--- src/mhcs_pkg.sv ---
`timescale 1ns / 1ps
// ----------------------------------------------------------------------------
// Motor homing package
// Widths, phase codes, register indexes and the saturation helper shared by
// the homing and command select block.
// ----------------------------------------------------------------------------
package mhcs_pkg;

    localparam int VALUE_WIDTH = 32;
    localparam int TICK_WIDTH  = 16;

    localparam int GAIN_WIDTH  = 16;
    localparam int SPEED_WIDTH = 31;
    localparam int DIR_WIDTH   = 2;
    localparam int CFG_IDX_W   = 3;
    localparam int CFG_DATA_W  = 31;

    localparam int MUL_W   = (VALUE_WIDTH > SPEED_WIDTH) ? VALUE_WIDTH : SPEED_WIDTH;
    localparam int WIDE_W  = MUL_W + 10;
    localparam int CNT_W   = (TICK_WIDTH > GAIN_WIDTH) ? TICK_WIDTH : GAIN_WIDTH;
    localparam int VEL_W   = VALUE_WIDTH + 11;
    localparam int REF_W   = SPEED_WIDTH + GAIN_WIDTH;
    localparam int STALL_W = (VEL_W > REF_W) ? VEL_W : REF_W;

    typedef logic [VALUE_WIDTH-1:0] value_t;
    typedef logic [GAIN_WIDTH-1:0]  gain_t;
    typedef logic [TICK_WIDTH-1:0]  tick_t;
    typedef logic [WIDE_W-1:0]      wide_t;

    typedef enum logic [1:0] {
        PH_START = 2'd0,
        PH_SEEK  = 2'd1,
        PH_WAIT  = 2'd2,
        PH_READY = 2'd3
    } phase_t;

    typedef enum logic [CFG_IDX_W-1:0] {
        REG_POSITION_GAIN = 3'd0,
        REG_DAMPING_GAIN  = 3'd1,
        REG_GEAR_RATIO    = 3'd2,
        REG_SEEK_SPEED    = 3'd3,
        REG_STALL_TICKS   = 3'd4,
        REG_TIMEOUT_TICKS = 3'd5,
        REG_CALI_DIR      = 3'd6
    } cfg_index_t;

    localparam gain_t GEAR_RESET = GAIN_WIDTH'(256);

    typedef struct packed {
        logic   kind;
        value_t feedback_position;
        value_t feedback_velocity;
        value_t goal_position;
        value_t goal_velocity;
        value_t goal_torque;
        logic   position_given;
        logic   velocity_given;
        logic   torque_given;
    } item_t;

    // Clamps a wide signed value to the signed range of a command value.
    function automatic value_t sat_value(input wide_t x);
        logic [WIDE_W-VALUE_WIDTH:0] top;
        value_t                      res;
        top = x[WIDE_W-1:VALUE_WIDTH-1];
        if ((&top) || !(|top))
        begin
            res = x[VALUE_WIDTH-1:0];
        end
        else if (x[WIDE_W-1])
        begin
            res = {1'b1, {(VALUE_WIDTH-1){1'b0}}};
        end
        else
        begin
            res = {1'b0, {(VALUE_WIDTH-1){1'b1}}};
        end
        return res;
    endfunction

    function automatic wide_t widen(input value_t v);
        return {{(WIDE_W-VALUE_WIDTH){v[VALUE_WIDTH-1]}}, v};
    endfunction

    function automatic tick_t inc_sat(input tick_t c);
        return (&c) ? c : c + tick_t'(1);
    endfunction

endpackage

--- src/motor_homing_and_command_select.sv ---
`timescale 1ns / 1ps
// ----------------------------------------------------------------------------
// Motor homing and command select
// Seeks a hard stop by stall detection or waits out a calibration delay, then
// selects motor commands from goal requests.
// ----------------------------------------------------------------------------
// An item is registered on acceptance; its result enters the command state
// when it advances, which a stalled output holds back. Throughput: one item
// per cycle unless the output stalls; the gear multiplier and the stall
// compare sit in the single stage between the input register and the command
// state. Reset: all commands, counters and the zero offset clear, the gear
// ratio returns to 1.0 and calibration restarts on the first update tick.
module motor_homing_and_command_select (
    input  logic                              clk,
    input  logic                              rst_n,
    input  logic                              cfg_write,
    input  logic [mhcs_pkg::CFG_IDX_W-1:0]    cfg_index,
    input  logic [mhcs_pkg::CFG_DATA_W-1:0]   cfg_data,
    input  logic                              in_valid,
    output logic                              in_ready,
    input  logic                              kind,
    input  logic [mhcs_pkg::VALUE_WIDTH-1:0]  feedback_position,
    input  logic [mhcs_pkg::VALUE_WIDTH-1:0]  feedback_velocity,
    input  logic [mhcs_pkg::VALUE_WIDTH-1:0]  goal_position,
    input  logic [mhcs_pkg::VALUE_WIDTH-1:0]  goal_velocity,
    input  logic [mhcs_pkg::VALUE_WIDTH-1:0]  goal_torque,
    input  logic                              position_given,
    input  logic                              velocity_given,
    input  logic                              torque_given,
    output logic                              out_valid,
    input  logic                              out_ready,
    output logic [mhcs_pkg::GAIN_WIDTH-1:0]   cmd_kp,
    output logic [mhcs_pkg::GAIN_WIDTH-1:0]   cmd_kd,
    output logic [mhcs_pkg::VALUE_WIDTH-1:0]  cmd_q,
    output logic [mhcs_pkg::VALUE_WIDTH-1:0]  cmd_dq,
    output logic [mhcs_pkg::VALUE_WIDTH-1:0]  cmd_tau,
    output logic                              ready_res,
    output logic                              zero_found
);
    import mhcs_pkg::*;

    gain_t                  position_gain_reg;
    gain_t                  damping_gain_reg;
    gain_t                  gear_ratio_reg;
    logic [SPEED_WIDTH-1:0] seek_speed_reg;
    gain_t                  stall_ticks_reg;
    gain_t                  timeout_ticks_reg;
    logic [DIR_WIDTH-1:0]   cali_dir_reg;

    logic   in_valid_reg;
    item_t  item_reg;
    logic   out_valid_reg;
    logic   advance;

    phase_t phase_reg,    phase_next;
    tick_t  elapsed_reg,  elapsed_next;
    tick_t  still_reg,    still_next;
    value_t zero_reg,     zero_next;
    logic   found_reg,    found_next;
    gain_t  kp_reg,       kp_next;
    gain_t  kd_reg,       kd_next;
    value_t q_reg,        q_next;
    value_t dq_reg,       dq_next;
    value_t tau_reg,      tau_next;

    value_t                 goal_sel;
    logic [MUL_W-1:0]       mul_mag;
    logic                   mul_neg;
    logic [MUL_W+15:0]      mul_prod;
    logic [MUL_W+7:0]       mul_shift;
    wide_t                  mul_wide;
    value_t                 scaled;
    value_t                 vel_mag;
    logic [STALL_W-1:0]     vel_term;
    logic [STALL_W-1:0]     ref_term;
    logic                   moving;
    logic                   dir_zero;
    phase_t                 phase_v;
    tick_t                  still_inc;
    tick_t                  elapsed_inc;

    assign advance   = in_valid_reg && (!out_valid_reg || out_ready);
    assign in_ready  = !in_valid_reg || advance;
    assign out_valid = out_valid_reg;

    assign cmd_kp     = kp_reg;
    assign cmd_kd     = kd_reg;
    assign cmd_q      = q_reg;
    assign cmd_dq     = dq_reg;
    assign cmd_tau    = tau_reg;
    assign ready_res  = (phase_reg == PH_READY);
    assign zero_found = found_reg;

    always_ff @(posedge clk or negedge rst_n)
    begin
        if (!rst_n)
        begin
            position_gain_reg <= '0;
            damping_gain_reg  <= '0;
            gear_ratio_reg    <= GEAR_RESET;
            seek_speed_reg    <= '0;
            stall_ticks_reg   <= '0;
            timeout_ticks_reg <= '0;
            cali_dir_reg      <= '0;
        end
        else if (cfg_write)
        begin
            unique case (cfg_index)
                REG_POSITION_GAIN: position_gain_reg <= cfg_data[GAIN_WIDTH-1:0];
                REG_DAMPING_GAIN:  damping_gain_reg  <= cfg_data[GAIN_WIDTH-1:0];
                REG_GEAR_RATIO:    gear_ratio_reg    <= cfg_data[GAIN_WIDTH-1:0];
                REG_SEEK_SPEED:    seek_speed_reg    <= cfg_data[SPEED_WIDTH-1:0];
                REG_STALL_TICKS:   stall_ticks_reg   <= cfg_data[GAIN_WIDTH-1:0];
                REG_TIMEOUT_TICKS: timeout_ticks_reg <= cfg_data[GAIN_WIDTH-1:0];
                REG_CALI_DIR:      cali_dir_reg      <= cfg_data[DIR_WIDTH-1:0];
                default:           ;
            endcase
        end
    end

    always_ff @(posedge clk or negedge rst_n)
    begin
        if (!rst_n)
        begin
            in_valid_reg  <= 1'b0;
            out_valid_reg <= 1'b0;
        end
        else
        begin
            if (in_ready)
            begin
                in_valid_reg <= in_valid;
            end
            if (advance)
            begin
                out_valid_reg <= 1'b1;
            end
            else if (out_ready)
            begin
                out_valid_reg <= 1'b0;
            end
        end
    end

    always_ff @(posedge clk)
    begin
        if (in_valid && in_ready)
        begin
            item_reg.kind              <= kind;
            item_reg.feedback_position <= feedback_position;
            item_reg.feedback_velocity <= feedback_velocity;
            item_reg.goal_position     <= goal_position;
            item_reg.goal_velocity     <= goal_velocity;
            item_reg.goal_torque       <= goal_torque;
            item_reg.position_given    <= position_given;
            item_reg.velocity_given    <= velocity_given;
            item_reg.torque_given      <= torque_given;
        end
    end

    // One gear multiplier serves the seek speed on ticks and the chosen goal.
    always_comb
    begin
        dir_zero = (cali_dir_reg == '0);
        goal_sel = item_reg.velocity_given ? item_reg.goal_velocity : item_reg.goal_position;
        if (!item_reg.kind)
        begin
            mul_mag = dir_zero ? '0 : MUL_W'(seek_speed_reg);
            mul_neg = cali_dir_reg[DIR_WIDTH-1];
        end
        else
        begin
            mul_neg = goal_sel[VALUE_WIDTH-1];
            mul_mag = MUL_W'(mul_neg ? value_t'(-goal_sel) : goal_sel);
        end
        mul_prod  = mul_mag * (MUL_W+16)'(gear_ratio_reg);
        mul_shift = mul_prod[MUL_W+15:8];
        mul_wide  = mul_neg ? wide_t'(-{2'b00, mul_shift}) : {2'b00, mul_shift};
        scaled    = sat_value(mul_wide);

        vel_mag = item_reg.feedback_velocity[VALUE_WIDTH-1]
                ? value_t'(-item_reg.feedback_velocity) : item_reg.feedback_velocity;
        vel_term = (STALL_W'(vel_mag) << 10) + (STALL_W'(vel_mag) << 8);
        ref_term = STALL_W'(seek_speed_reg) * STALL_W'(gear_ratio_reg);
        moving   = (vel_term > ref_term);
    end

    always_comb
    begin
        phase_next   = phase_reg;
        elapsed_next = elapsed_reg;
        still_next   = still_reg;
        zero_next    = zero_reg;
        found_next   = found_reg;
        kp_next      = kp_reg;
        kd_next      = kd_reg;
        q_next       = q_reg;
        dq_next      = dq_reg;
        tau_next     = tau_reg;
        phase_v      = phase_reg;
        still_inc    = moving ? '0 : inc_sat(still_reg);
        elapsed_inc  = inc_sat(elapsed_reg);

        if (advance && !item_reg.kind)
        begin
            if (phase_v == PH_START)
            begin
                phase_v = dir_zero ? PH_WAIT : PH_SEEK;
            end
            if (phase_v == PH_SEEK)
            begin
                if (CNT_W'(elapsed_reg) >= CNT_W'(timeout_ticks_reg))
                begin
                    zero_next = '0;
                    kp_next   = '0;
                    kd_next   = damping_gain_reg;
                    q_next    = '0;
                    dq_next   = '0;
                    tau_next  = '0;
                    phase_v   = PH_WAIT;
                end
                else
                begin
                    kd_next    = damping_gain_reg;
                    dq_next    = scaled;
                    still_next = still_inc;
                    if (CNT_W'(still_inc) > CNT_W'(stall_ticks_reg))
                    begin
                        zero_next  = item_reg.feedback_position;
                        found_next = 1'b1;
                        kp_next    = position_gain_reg;
                        kd_next    = '0;
                        q_next     = item_reg.feedback_position;
                        dq_next    = '0;
                        tau_next   = '0;
                        phase_v    = PH_WAIT;
                    end
                end
            end
            elapsed_next = elapsed_inc;
            if (phase_v == PH_WAIT && CNT_W'(elapsed_inc) >= CNT_W'(timeout_ticks_reg))
            begin
                phase_v = PH_READY;
            end
            phase_next = phase_v;
        end
        else if (advance && phase_reg == PH_READY)
        begin
            if (item_reg.velocity_given)
            begin
                kd_next  = damping_gain_reg;
                kp_next  = '0;
                q_next   = '0;
                dq_next  = scaled;
                tau_next = '0;
            end
            else if (item_reg.position_given)
            begin
                kd_next  = '0;
                kp_next  = position_gain_reg;
                q_next   = sat_value(widen(scaled) + widen(zero_reg));
                dq_next  = '0;
                tau_next = '0;
            end
            else if (item_reg.torque_given)
            begin
                kd_next  = '0;
                kp_next  = '0;
                q_next   = '0;
                dq_next  = '0;
                tau_next = item_reg.goal_torque;
            end
        end
    end

    always_ff @(posedge clk or negedge rst_n)
    begin
        if (!rst_n)
        begin
            phase_reg   <= PH_START;
            elapsed_reg <= '0;
            still_reg   <= '0;
            zero_reg    <= '0;
            found_reg   <= 1'b0;
            kp_reg      <= '0;
            kd_reg      <= '0;
            q_reg       <= '0;
            dq_reg      <= '0;
            tau_reg     <= '0;
        end
        else
        begin
            phase_reg   <= phase_next;
            elapsed_reg <= elapsed_next;
            still_reg   <= still_next;
            zero_reg    <= zero_next;
            found_reg   <= found_next;
            kp_reg      <= kp_next;
            kd_reg      <= kd_next;
            q_reg       <= q_next;
            dq_reg      <= dq_next;
            tau_reg     <= tau_next;
        end
    end

endmodule

--- config.mk ---
export PLATFORM = sky130hd
export DESIGN_NAME = motor_homing_and_command_select
export DESIGN_NICKNAME = d
export VERILOG_FILES = /design/src/mhcs_pkg.sv /design/src/motor_homing_and_command_select.sv
export SDC_FILE = /design/constraint.sdc
export NUM_CORES = 2
export LEC_CHECK = 0
export BUFFER_PORTS_ARGS = -buffer_cell sky130_fd_sc_hd__buf_4
export CORE_UTILIZATION = 30
export DETAILED_ROUTE_END_ITERATION = 10
export HOLD_SLACK_MARGIN = 0.08
export PLACE_DENSITY_LB_ADDON = 0.08
export SLEW_MARGIN = 20
export SYNTH_ARGS = -nofsm -noshare
export SYNTH_HDL_FRONTEND = slang
export SYNTH_SLANG_ARGS = --single-unit
--- constraint.sdc ---
create_clock -name clk -period 16.2 [get_ports clk]
set_input_delay 0.81 -clock clk [delete_from_list [all_inputs] [get_ports clk]]
set_output_delay 0.81 -clock clk [all_outputs]
set_load 0.05 [all_outputs]
==> summary.md <==
| Metric | Value |
|---|---|
| Outcome | `finished clean` |
| GRT Total Usage | `19.9%` |
| Max frequency | `~65 MHz` |
| Fin. Hold Viols | `0` |
| Top Ports | `335` |
| Placer Congestion | `0.864` |
| Most common cell on crit path | `fa_1` |
| Most common cell after layout, fill and taps aside | `nand2_1` |
| Total CTS buffers | `59` |
| Mux contribution to synthesized area | `2.75%` |
| Slew headroom | `between 20% and 30%` |
| Compound-Gate Fraction of Synth Area | `approximately a tenth` |
| DRT iter0 DRCs | `2445` |
| Measured slew at the worst slew-check pin | `1.11 ns` |
| FFs w/ async S/R, synth | `65.4%` |
| Core area | `191000 um2` |
| Fin util | `34.3%` |
| Post-Syn Instances | `6186` |
| Dpl hpwl | `150000 um` |
| Crit. Startpoint | `item_reg[1]` |
| Antenna viol nets, final | `0` |
| Ratio of cells with drive above 1 in the final layout | `12.4%` |
| Unique masters post-synth | `96` |
| Post-Syn Nets | `7598` |
| # Max-Cap Violations | `0` |
| Synth Area per Inst | `9.34 um2` |
| Post-route design area | `between 60000 and 70000 um2` |
| Post-Syn Area | `57800 um2` |
| Final setup viols | `0` |
| Most frequent cells in the layout | `1034 x nand2_1, 886 x inv_1, 823 x fa_1` |
| H-tree levels | `2` |
| Final layout net count | `around 7800` |
| Startpoint Class | `register` |
| Area after DPL | `63200 um2` |
| Worst r2r dst | `cmd_q[9]` |
| Largest fanout on the critical path | `33` |
| Num rows | `between 150 and 200` |
| Initial antenna violation count | `23` |
| Reg-to-reg startpoint | `item_reg[1]` |
| R2R setup slack | `0.70 ns` |
| Die ar. | `approximately 190000 um2` |
| Largest area contributor in the netlist | `fa_1` |
| Ys flop type | `dfrtp_1` |
| Kind of critical path | `register to register` |
| Clock slew seen by the registers of the worst setup and hold paths | `0.06 ns` |
| Yosys warns | `0` |
| Largest family of logic cells by synthesized area | `adder cells` |
| Crit path capture type | `register` |
| Via count | `43800` |
| Xor and xnor area share after synthesis | `3.58%` |
| Grt ovf | `0` |
| Buffers plus inverters on the worst setup path | `6` |
| Number of synthesized flops with an enable pin | `164` |
| Max clock buf depth | `3` |
| WL/cell | `21.4 um` |
| R2R depth | `53` |
| Slew Limit Fails | `0` |
| WP data required | `around 17 ns` |
| Kind of cell adding the most delay to the critical path | `adder cells` |
| Detailed Route WL | `192000 um` |
| Die H | `441 um` |
| Simple-Gate Fraction of Synth Area | `16.4%` |
| Clk_skew | `0.0762 ns` |
| WHS | `0.0882 ns` |
| Die width | `about 440 um` |
| Max FFs per register | `164` |
| Vias in the first global route | `about 46000` |
| Post-synthesis adder-cell area fraction | `36.9%` |
| Worst hold path class | `input port to asynchronous set/reset pin` |
| Seq/Total Area, Yosys | `21.9%` |
| Largest net degree at the start of global routing | `82` |
| Final Non-Filler Cells | `8945` |
| Yosys reg bits | `474` |
| Pre-Repair DR Iteration Count | `5` |
| Vias/cell | `4.90` |
| Area share of the largest cell type after synthesis | `28.5%` |
| Ranking of synthesized cells by area | `fa_1 29%, dfrtp_1 13%, edfxtp_1 8.5%, ha_1 8.4%, nand2_1 6.7%` |
| Area delta synth->final | `13.1%` |
| Final Critical Period | `15.50 ns` |
| Skew-Pair Late Insertion Delay | `slightly above 0.7 ns` |
| Buffers on Ports | `334` |
| First-pass GRT wire length | `294000 um` |
| Sink Count | `about 470` |
| Crit path largest cell delay | `0.67 ns` |
| Root Buffer | `clkbuf_16` |
| Filler Cells Inserted | `19700` |
| CTS tree | `yes` |
| Post-route DRC | `0` |
| Placed insts | `8820` |
| CP max stage cell | `or4_1` |
| Worst EP arrival | `between 15 and 20 ns` |
| Fin crit share | `95.7%` |
| Starting Density | `30.3%` |
## cell usage after synthesis (37+ instances only)
| cell type | instances |
|---|---|
| o211ai_1 | 40 |
| a31oi_1 | 49 |
| inv_1 | 886 |
| edfxtp_1 | 164 |
| nand2_1 | 1034 |
| nand4_1 | 45 |
| nand2b_1 | 48 |
| ha_1 | 386 |
| mux2i_1 | 37 |
| xor2_1 | 83 |
| nor3_1 | 46 |
| xnor2_1 | 153 |
| and3_1 | 43 |
| nand3_1 | 103 |
| mux2_2 | 105 |
| o21ai_0 | 185 |
| dfrtp_1 | 309 |
| a21o_1 | 87 |
| fa_1 | 823 |
| nor2_1 | 192 |
| a22o_1 | 46 |
| clkbuf_1 | 306 |
| a21oi_1 | 210 |
| and2_1 | 361 |
## cell type report
cell class / count / area (um2) / area share [%]
clock inverter: 19 / 195 / 0.299
tap: 2511 / 3140 / 4.81
timing repair buffer: 463 / 3510 / 5.37
clock buffer: 92 / 1720 / 2.63
antenna: 7 / 17.5 / 0.0268
multi-input combinational: 4493 / 40700 / 62.3
inverter: 886 / 3330 / 5.09
sequential: 474 / 12700 / 19.4
## how the worst max path moves through the flow
stage	end	slack, ns	cells after the start
2_1_floorplan	cmd_q[12]	1.43	57
3_3_place_gp	cmd_q[16]	-0.001	52
3_5_place_dp	cmd_q[24]	0.06	55
4_1_cts	cmd_q[27]	0.02	53
5_1_grt	cmd_q[9]	-0.06	57
6_report	cmd_q[9]	0.70	53
## cell families after synthesis
logic type / after synthesis
flops: 474
xor+xnor: 236
mux: 144
buf+inv: 1220
fa+ha+maj: 1213
simple gates: 2017
compound gates: 882
## per-layer routing
| metal | vias up | global-route usage (%) | part of all wire, % |
|---|---|---|---|
| li1 | 20300 | - | - |
| met4 | 24 | 4.45 | 2.2 |
| met5 | - | 0 | 0.081 |
| met2 | 951 | 32.5 | 46 |
| met1 | 22300 | 27.4 | 46 |
| met3 | 183 | 3.52 | 5.7 |
## timing repair
item | in CTS | in global routing
endpoints found under the setup margin | 0 | 32
setup buffers | 0 | 6
resized for setup | 0 | 36
hold buffers | 0 | 0
## per-stage QoR
stage / TNS (ns) / setup WS [ns]
2_1_floorplan: 0 / 1.43
3_3_place_gp: -0.00121 / -0.00121
3_5_place_dp: 0 / 0.0621
4_1_cts: 0 / 0.0219
5_1_grt: -0.372 / -0.0632
6_report: 0 / 0.698
Power is left out: the tool's default activity adds up to more than one toggle a clock period on the data nets, which glitch-free logic cannot reach.
